$ cat src/rtl/ellipse_trajectory_generator_unit_defines.svh
// Assertion macros used by the trajectory generator controller (etg_ctrl).
`ifndef ELLIPSE_TRAJECTORY_GENERATOR_UNIT_DEFINES_SVH
`define ELLIPSE_TRAJECTORY_GENERATOR_UNIT_DEFINES_SVH

// same-cycle implication, sampled on clk, off while in reset
`define ETG_ASSERT_NOW(lbl, ante, cons, msg) \
  lbl: assert property (@(posedge clk) disable iff (!rst_n) (ante) |-> (cons)) \
    else $error(msg);

// next-cycle implication
`define ETG_ASSERT_NEXT(lbl, ante, cons, msg) \
  lbl: assert property (@(posedge clk) disable iff (!rst_n) (ante) |=> (cons)) \
    else $error(msg);

`endif

$ cat src/rtl/etg_pkg.sv
`timescale 1ns / 1ps
package etg_pkg;

  typedef enum logic [3:0] {
    S_IDLE, S_LD1, S_ROT1, S_TRIG, S_MUL, S_LDV, S_VEC, S_HEAD, S_LD2, S_ROT2, S_FIN
  } state_t;

  typedef enum logic [2:0] {
    MUL_NONE, MUL_RXS, MUL_RYC, MUL_RXC, MUL_VX, MUL_RYS, MUL_VY
  } mul_op_t;

  localparam logic [2:0] CFG_RADIUS_X     = 3'd0;
  localparam logic [2:0] CFG_RADIUS_Y     = 3'd1;
  localparam logic [2:0] CFG_CENTER_X     = 3'd2;
  localparam logic [2:0] CFG_CENTER_Y     = 3'd3;
  localparam logic [2:0] CFG_HEIGHT       = 3'd4;
  localparam logic [2:0] CFG_ANGULAR_RATE = 3'd5;
  localparam logic [2:0] CFG_PHASE_STEP   = 3'd6;
  localparam logic [2:0] CFG_PHASE_OFFSET = 3'd7;

  localparam logic [31:0] GAIN_Q30  = 32'd652032874;
  localparam logic [31:0] TURN_HALF = 32'h8000_0000;

  typedef struct packed {
    logic       phase_clear;
    logic       phase_adv;
    logic       load_rot1;
    logic       load_vec;
    logic       load_rot2;
    logic       step;
    logic [4:0] iter;
    mul_op_t    mul_op;
    logic       latch_trig;
    logic       latch_head;
    logic       out_load;
  } cmd_t;

  typedef struct packed {
    logic out_pending;
  } stat_t;

  function automatic logic [31:0] atan_turn(input logic [4:0] i);
    logic [31:0] v;
    unique case (i)
      5'd0:  v = 32'h20000000;
      5'd1:  v = 32'h12E4051E;
      5'd2:  v = 32'h09FB385B;
      5'd3:  v = 32'h051111D4;
      5'd4:  v = 32'h028B0D43;
      5'd5:  v = 32'h0145D7E1;
      5'd6:  v = 32'h00A2F61E;
      5'd7:  v = 32'h00517C55;
      5'd8:  v = 32'h0028BE53;
      5'd9:  v = 32'h00145F2F;
      5'd10: v = 32'h000A2F98;
      5'd11: v = 32'h000517CC;
      5'd12: v = 32'h00028BE6;
      5'd13: v = 32'h000145F3;
      5'd14: v = 32'h0000A2FA;
      5'd15: v = 32'h0000517D;
      5'd16: v = 32'h000028BE;
      5'd17: v = 32'h0000145F;
      5'd18: v = 32'h00000A30;
      5'd19: v = 32'h00000518;
      5'd20: v = 32'h0000028C;
      5'd21: v = 32'h00000146;
      5'd22: v = 32'h000000A3;
      5'd23: v = 32'h00000051;
      5'd24: v = 32'h00000029;
      5'd25: v = 32'h00000014;
      5'd26: v = 32'h0000000A;
      5'd27: v = 32'h00000005;
      5'd28: v = 32'h00000003;
      5'd29: v = 32'h00000001;
      5'd30: v = 32'h00000001;
      default: v = 32'h00000000;
    endcase
    return v;
  endfunction

endpackage

$ cat src/rtl/etg_ifs.sv
`timescale 1ns / 1ps
interface etg_in_if;
  logic valid;
  logic ready;
  logic req_type;
  logic sync_value;
  modport source (output valid, output req_type, output sync_value, input ready);
  modport sink (input valid, input req_type, input sync_value, output ready);
endinterface


$ cat src/rtl/etg_ctrl.sv
`timescale 1ns / 1ps
`include "ellipse_trajectory_generator_unit_defines.svh"
module etg_ctrl #(
  parameter int CORDIC_STAGES = 16
) (
  input  logic           clk,
  input  logic           rst_n,
  etg_in_if.sink         in_chan,
  input  etg_pkg::stat_t stat,
  output etg_pkg::cmd_t  cmd
);

  localparam int CW = $clog2(CORDIC_STAGES);
  localparam logic [CW-1:0] LAST_ITER = CW'(CORDIC_STAGES - 1);
  localparam logic [CW-1:0] LAST_MUL  = CW'(6);

  etg_pkg::state_t state_r, state_nxt;
  logic [CW-1:0]   cnt_r, cnt_nxt;
  logic            running_r, running_nxt;
  logic            tick_go, iter_st;

  assign tick_go = in_chan.valid && in_chan.ready && !in_chan.req_type && running_r;
  assign iter_st = (state_r == etg_pkg::S_ROT1) || (state_r == etg_pkg::S_VEC) ||
                   (state_r == etg_pkg::S_ROT2);

  always_ff @(posedge clk) begin
    if (!rst_n) begin
      state_r   <= etg_pkg::S_IDLE;
      cnt_r     <= '0;
      running_r <= 1'b0;
    end else begin
      state_r   <= state_nxt;
      cnt_r     <= cnt_nxt;
      running_r <= running_nxt;
    end
  end

  always_comb begin
    state_nxt      = state_r;
    cnt_nxt        = cnt_r;
    running_nxt    = running_r;
    cmd            = '0;
    cmd.mul_op     = etg_pkg::MUL_NONE;
    cmd.iter       = 5'(cnt_r);
    in_chan.ready  = 1'b0;
    unique case (state_r)
      etg_pkg::S_IDLE: begin
        in_chan.ready = 1'b1;
        if (in_chan.valid) begin
          if (in_chan.req_type) begin
            running_nxt     = in_chan.sync_value;
            cmd.phase_clear = in_chan.sync_value;
          end else if (running_r) begin
            cmd.phase_adv = 1'b1;
            state_nxt     = etg_pkg::S_LD1;
          end
        end
      end
      etg_pkg::S_LD1: begin
        cmd.load_rot1 = 1'b1;
        cnt_nxt       = '0;
        state_nxt     = etg_pkg::S_ROT1;
      end
      etg_pkg::S_ROT1: begin
        cmd.step = 1'b1;
        cnt_nxt  = cnt_r + 1'b1;
        if (cnt_r == LAST_ITER) state_nxt = etg_pkg::S_TRIG;
      end
      etg_pkg::S_TRIG: begin
        cmd.latch_trig = 1'b1;
        cnt_nxt        = '0;
        state_nxt      = etg_pkg::S_MUL;
      end
      etg_pkg::S_MUL: begin
        // rounded products must be back before the velocity terms use them
        unique case (cnt_r)
          CW'(0):  cmd.mul_op = etg_pkg::MUL_RXS;
          CW'(1):  cmd.mul_op = etg_pkg::MUL_RYC;
          CW'(2):  cmd.mul_op = etg_pkg::MUL_RXC;
          CW'(3):  cmd.mul_op = etg_pkg::MUL_VX;
          CW'(4):  cmd.mul_op = etg_pkg::MUL_RYS;
          CW'(5):  cmd.mul_op = etg_pkg::MUL_VY;
          default: cmd.mul_op = etg_pkg::MUL_NONE;
        endcase
        cnt_nxt = cnt_r + 1'b1;
        if (cnt_r == LAST_MUL) state_nxt = etg_pkg::S_LDV;
      end
      etg_pkg::S_LDV: begin
        cmd.load_vec = 1'b1;
        cnt_nxt      = '0;
        state_nxt    = etg_pkg::S_VEC;
      end
      etg_pkg::S_VEC: begin
        cmd.step = 1'b1;
        cnt_nxt  = cnt_r + 1'b1;
        if (cnt_r == LAST_ITER) state_nxt = etg_pkg::S_HEAD;
      end
      etg_pkg::S_HEAD: begin
        cmd.latch_head = 1'b1;
        state_nxt      = etg_pkg::S_LD2;
      end
      etg_pkg::S_LD2: begin
        cmd.load_rot2 = 1'b1;
        cnt_nxt       = '0;
        state_nxt     = etg_pkg::S_ROT2;
      end
      etg_pkg::S_ROT2: begin
        cmd.step = 1'b1;
        cnt_nxt  = cnt_r + 1'b1;
        if (cnt_r == LAST_ITER) state_nxt = etg_pkg::S_FIN;
      end
      etg_pkg::S_FIN: begin
        if (!stat.out_pending) begin
          cmd.out_load = 1'b1;
          state_nxt    = etg_pkg::S_IDLE;
        end
      end
      default: state_nxt = etg_pkg::S_IDLE;
    endcase
  end

  `ETG_ASSERT_NOW(a_load_free, cmd.out_load, !stat.out_pending, "result overwritten")
  `ETG_ASSERT_NEXT(a_tick_starts, tick_go, state_r == etg_pkg::S_LD1, "tick did not start")
  `ETG_ASSERT_NOW(a_step_state, cmd.step, iter_st, "CORDIC step outside iteration")

endmodule

$ cat src/flat_wrapper.sv
// flat-port wrapper written by rule: the top's interface ports become plain ports
module etg_ctrl_flat 
#(
  parameter int CORDIC_STAGES = 16
)
  (clk, rst_n, stat, cmd, in_chan_valid, in_chan_req_type, in_chan_sync_value, in_chan_ready);
  etg_in_if in_chan_i ();
  input  logic clk;
  input  logic rst_n;
  input  etg_pkg::stat_t stat;
  output etg_pkg::cmd_t cmd;
  input wire logic [$bits(in_chan_i.valid)-1:0] in_chan_valid;
  input wire logic [$bits(in_chan_i.req_type)-1:0] in_chan_req_type;
  input wire logic [$bits(in_chan_i.sync_value)-1:0] in_chan_sync_value;
  output wire logic [$bits(in_chan_i.ready)-1:0] in_chan_ready;
  assign in_chan_i.valid = in_chan_valid;
  assign in_chan_i.req_type = in_chan_req_type;
  assign in_chan_i.sync_value = in_chan_sync_value;
  assign in_chan_ready = in_chan_i.ready;
  etg_ctrl #(.CORDIC_STAGES(CORDIC_STAGES)) u_core (.clk(clk), .rst_n(rst_n), .in_chan(in_chan_i), .stat(stat), .cmd(cmd));
endmodule
$ cat config.mk
export PLATFORM = sky130hd
export DESIGN_NAME = etg_ctrl_flat
export DESIGN_NICKNAME = d
export VERILOG_FILES = /design/src/rtl/etg_pkg.sv /design/src/rtl/etg_ifs.sv /design/src/rtl/etg_ctrl.sv /design/src/flat_wrapper.sv
export VERILOG_INCLUDE_DIRS = /design/src /design/src/rtl
export SDC_FILE = /design/constraint.sdc
export NUM_CORES = 1
export LEC_CHECK = 0
export BUFFER_PORTS_ARGS = -buffer_cell sky130_fd_sc_hd__buf_2
export CORE_MARGIN = 1
export CORE_UTILIZATION = 49
export DETAILED_ROUTE_END_ITERATION = 6
export PLACE_DENSITY = 0.88
export SYNTH_ARGS = -nofsm -noshare
export SYNTH_HDL_FRONTEND = slang
export SYNTH_SLANG_ARGS = --single-unit
export TNS_END_PERCENT = 10
$ cat constraint.sdc
create_clock -name clk -period 1.66 [get_ports clk]
set_input_delay 0.083 -clock clk [delete_from_list [all_inputs] [get_ports clk]]
set_output_delay 0.083 -clock clk [all_outputs]
set_load 0.01 [all_outputs]
# [After elaboration in Yosys (flattened, before gate mapping)]
# Index checks and enable logic that the tools add are counted.
[classes] n_mux=26 eq_ne=25 reduce_logical=8 add_sub_neg=1
[op_table] cell="one-hot mux 4 bit (11 select lines)" count=1
[op_table] cell="two-way mux 4 bit" count=8
[op_table] cell="== test 4 x 3 -> 1 bit (second input constant)" count=7
[op_table] cell="one-hot mux 3 bit (6 select lines)" count=1
[op_table] cell="== test 4 x 2 -> 1 bit (second input constant)" count=4
[op_table] cell="== test 4 bit (second input constant)" count=4
[op_table] cell="two-way mux 1 bit" count=12
[op_table] cell="inequality test 2 bit (second input constant)" count=6
[op_table] cell="== test 4 x 1 -> 1 bit (second input constant)" count=2
[op_table] cell="logical NOT 4 bit" count=2
[op_table] cell="one-hot mux 4 bit (2 select lines)" count=1
[op_table] cell="AND reduction 8 bit" count=1
[op_table] cell="OR reduction 4 bit" count=2
[op_table] cell="adder 4 x 1 -> 4 bit (second input constant)" count=1
[op_table] cell="two-way mux 2 bit" count=2
[op_table] cell="inequality test 2 x 1 -> 1 bit (second input constant)" count=2
[op_table] cell="two-way mux 3 bit" count=1
[op_table] cell="AND reduction 3 bit" count=1
[op_table] cell="OR reduction 3 bit" count=1
[op_table] cell="nonzero test 2 bit" count=1
[totals] reg_bits=9 inputBits=6 out_inout_bits=18 elab_cells=63

# [Logic depth before layout (Yosys ltp)]
[logic_depth] ltp_word=4 mapped_depth=6 ltp_nobuf=6

# [Worst setup path after synthesis]
# No wires, ideal clock.
[synth_path] path_kind="reg2reg" startpoint="reg u_core.state_r[1]" endpoint="reg u_core.state_r[2]" path_stages_with_launch=4 path_buffers=1 arrival_ns=1.412 setup_time_ns=0.062 slack_ns=0.186 path_cell_list="dfxtp_1 -> buf_4 -> nor4b_1 -> o221a_1"
[synth_via] elab_chain_len=3
[synth_lines] item="from (decl)" line_no="etg_ctrl.sv:17" text="etg_pkg::state_t state_r, state_nxt;"
[synth_lines] item="from (signal assigned)" line_no="etg_ctrl.sv:28" text="state_r <= etg_pkg::S_IDLE;"
[synth_lines] item="from (signal assigned)" line_no="etg_ctrl.sv:32" text="state_r <= state_nxt;"
[synth_lines] item="== test 4 x 2 -> 1 bit (tied with other cells)"
[synth_lines] item="inequality test 2 bit (no source line) or inequality test 2 x 1 -> 1 bit (tied branches)"
[synth_lines] item="AND reduction 8 bit (no source line)"
# Parallel ways exist; a longest one is shown, timed or not.
# A chain may end at the register's enable or synchronous reset.

==> impl_metrics.env <==
export IMPL_die_w_um=41.0
export IMPL_outcome="finished clean"
export IMPL_grt_overflow_total=0
export IMPL_ys_async_sr_fraction=0
export IMPL_ys_types=44
export IMPL_cp_max_fo=4
export IMPL_yosysTopAreaCell="dfxtp_1"
export IMPL_critPathArrivalTime_ns=1.57
export IMPL_first_pass_iters=4
export IMPL_cts_sinks=9
export IMPL_avgSynthCellArea_um2=8.56
export IMPL_clock_latency_ns=0.27
export IMPL_cap_violations=0
export IMPL_dp_slack_ns=0.0639
export IMPL_port_buffers=22
export IMPL_hold_viol=0
export IMPL_cts_tree="done"
export IMPL_grt_pass1_wl_mm=2.29
export IMPL_clock_fmax_ghz=0.605
export IMPL_clockBufferDepth=2
export IMPL_drtIter0Drc=25
export IMPL_areaGrowthSynthToFinish_pct=32.4
export IMPL_num_vias=780
export IMPL_clock_skew_ns=0.00643
export IMPL_grtUsageTotal=0.208
export IMPL_setup_ws_ns=0.00679
export IMPL_min_period_over_period=0.996
export IMPL_worstSetupStartpointType="flop"
export IMPL_place_congestion=0.758
export IMPL_cellPowerDensity_nw_per_um2=928
export IMPL_num_io_pins=24
export IMPL_grt_max_degree=12
export IMPL_timing_setup_critical_path_class="flop to primary output"
export IMPL_vias_per_cell=5.91
export IMPL_multi_input_area_um2=534
export IMPL_cts_buffers=3
export IMPL_mostFrequentLayoutCells="buf_2 (22), buf_4 (8), nor2_1 (7), nand2_1 (7)"
export IMPL_netlist_area_leader_share=0.242
export IMPL_dieHeight_um=41.0
export IMPL_synth_nets=97
export IMPL_dpl_hpwl_mm=1.21
export IMPL_rsz0062_at_grt="true"
export IMPL_first_global_vias=537
export IMPL_design_die_area_um2=1680
export IMPL_fin_setup_tns_ns=0
export IMPL_leakagePower_nw=0.470
export IMPL_register_area_um2=196
export IMPL_cts_root_buf="clkbuf_4"
export IMPL_crit_required_ns=1.58
export IMPL_antenna_found_initial=0
export IMPL_wl_mm=1.75
export IMPL_finalCriticalPeriod_ns=1.65
export IMPL_fillCellCount=109
export IMPL_finalSetupViolCount=0
export IMPL_syn_area_um2=744
export IMPL_fin_nets=128
export IMPL_cts_hold_buffers=0
export IMPL_wl_per_cell_um=13.3
export IMPL_initial_core_util=0.551
export IMPL_synth_warnings=0
export IMPL_end_kind="primary output"
export IMPL_synthFlopType="dfxtp_1"
export IMPL_synth_seq_cells=9
export IMPL_drc=0
export IMPL_yosys_top_cells_area="dfxtp_1 (24%), ha_1 (6.7%), buf_4 (4.0%)"
export IMPL_ys_seq_area_frac=0.242
export IMPL_synth_edf_count=0
export IMPL_max_vdd_ir_drop_mv=0.722
export IMPL_diodes=0
export IMPL_rows=13
export IMPL_syn_instance_count=87
export IMPL_htreeDepth=1
export IMPL_hp_class="input pin to flop"
export IMPL_core_um2=1350
export IMPL_mostFrequentLayoutCell="buf_2"
export IMPL_ant_nets=0
export IMPL_drive_gt1_frac=0.427
export IMPL_slew_violations=0
export IMPL_clk_transition_reported_paths_ns=0.07
-- cells by family (layout without fill, tap and decap cells) --
logic type / count (synthesis) / in the layout / synth area share
AO/OA/AOI/OAI: 20 / 20 / 0.218
adder cells (fa/ha/maj): 4 / 4 / 0.0672
flip-flops: 9 / 9 / 0.242
other: 1 / 1 / 0.00504
AND/OR/NAND/NOR: 41 / 41 / 0.368
buffers and inverters: 10 / 40 / 0.0723
multiplexers: 2 / 2 / 0.0269
-- Yosys cell counts, drive strengths merged, types with 3 or more instances --
master,instances
dfxtp,9
nor2,8
nand2,7
buf,5
ha,4
inv,4
nand3,4
o21ai,4
nor2b,3
-- per-layer routing --
metal	vias to the layer above	track usage	wire length, um
met4	0	0.0750	24
met3	2	0.0489	69
met5	-	0	0
met1	375	0.275	851
met2	22	0.324	806
li1	381	-	-
-- repair_timing --
action / in CTS / in global routing
cloned: 0 / 0
setup buffers: 0 / 6
endpoints found under the setup margin: 5 / 5
gates resized for setup: 7 / 6
-- area by class of cell --
cell class	count	share of cell area
clock buffer	4	0.0266
multi-input combinational	68	0.542
tap	15	0.0190
sequential	9	0.199
inverter	4	0.0152
timing repair buffer	32	0.198
-- stage by stage --
| stage | instances | total power, mW | hold WS [ns] | instance area [um2] | utilization |
|---|---|---|---|---|---|
| after floorplan | 87 | 0.554 | 0.214 | 744 | - |
| after global placement | 122 | 0.637 | 0.411 | 865 | 0.640 |
| after global routing | 132 | 0.979 | 0.124 | 986 | 0.730 |
| after CTS | 126 | 0.830 | 0.132 | 905 | 0.670 |
| after detailed placement | 122 | 0.648 | 0.414 | 865 | 0.640 |
| final | 132 | 0.915 | 0.133 | 986 | 0.730 |
-- critical path, cell delays in order, from the launching register on --
cell and delay, ns:
dfxtp_4 0.36, or4b_4 0.58, a2111oi_4 0.19, buf_2 0.18
-- flip-flops by register name (all words and copies together) (netlist names) --
register          count
u_core.cnt_r          4
u_core.state_r        4
u_core.running_r      1
-- report_power, final --
group	total [mW]	internal (mW)	switching [mW]	leakage (nW)
clock network	0.181	0.0932	0.0883	0.0150
registers	0.282	0.245	0.0374	0.0764
logic	0.452	0.226	0.225	0.379
-- worst paths after layout --
kind	start	endpoint	slack [ns]	cells after the start
setup / recovery	u_core.state_r[1]$_SDFFE_PN0P_	cmd[5]	0.007	3
hold / removal	rst_n	u_core.state_r[2]$_SDFFE_PN0P_	0.13	2
setup reg to reg	u_core.state_r[1]$_SDFFE_PN0P_	u_core.state_r[0]$_SDFFE_PN0P_	0.14	5
hold reg to reg	u_core.running_r$_SDFFE_PN0P_	u_core.running_r$_SDFFE_PN0P_	0.53	2
No activity file was read; power rests on OpenSTA's default activity.
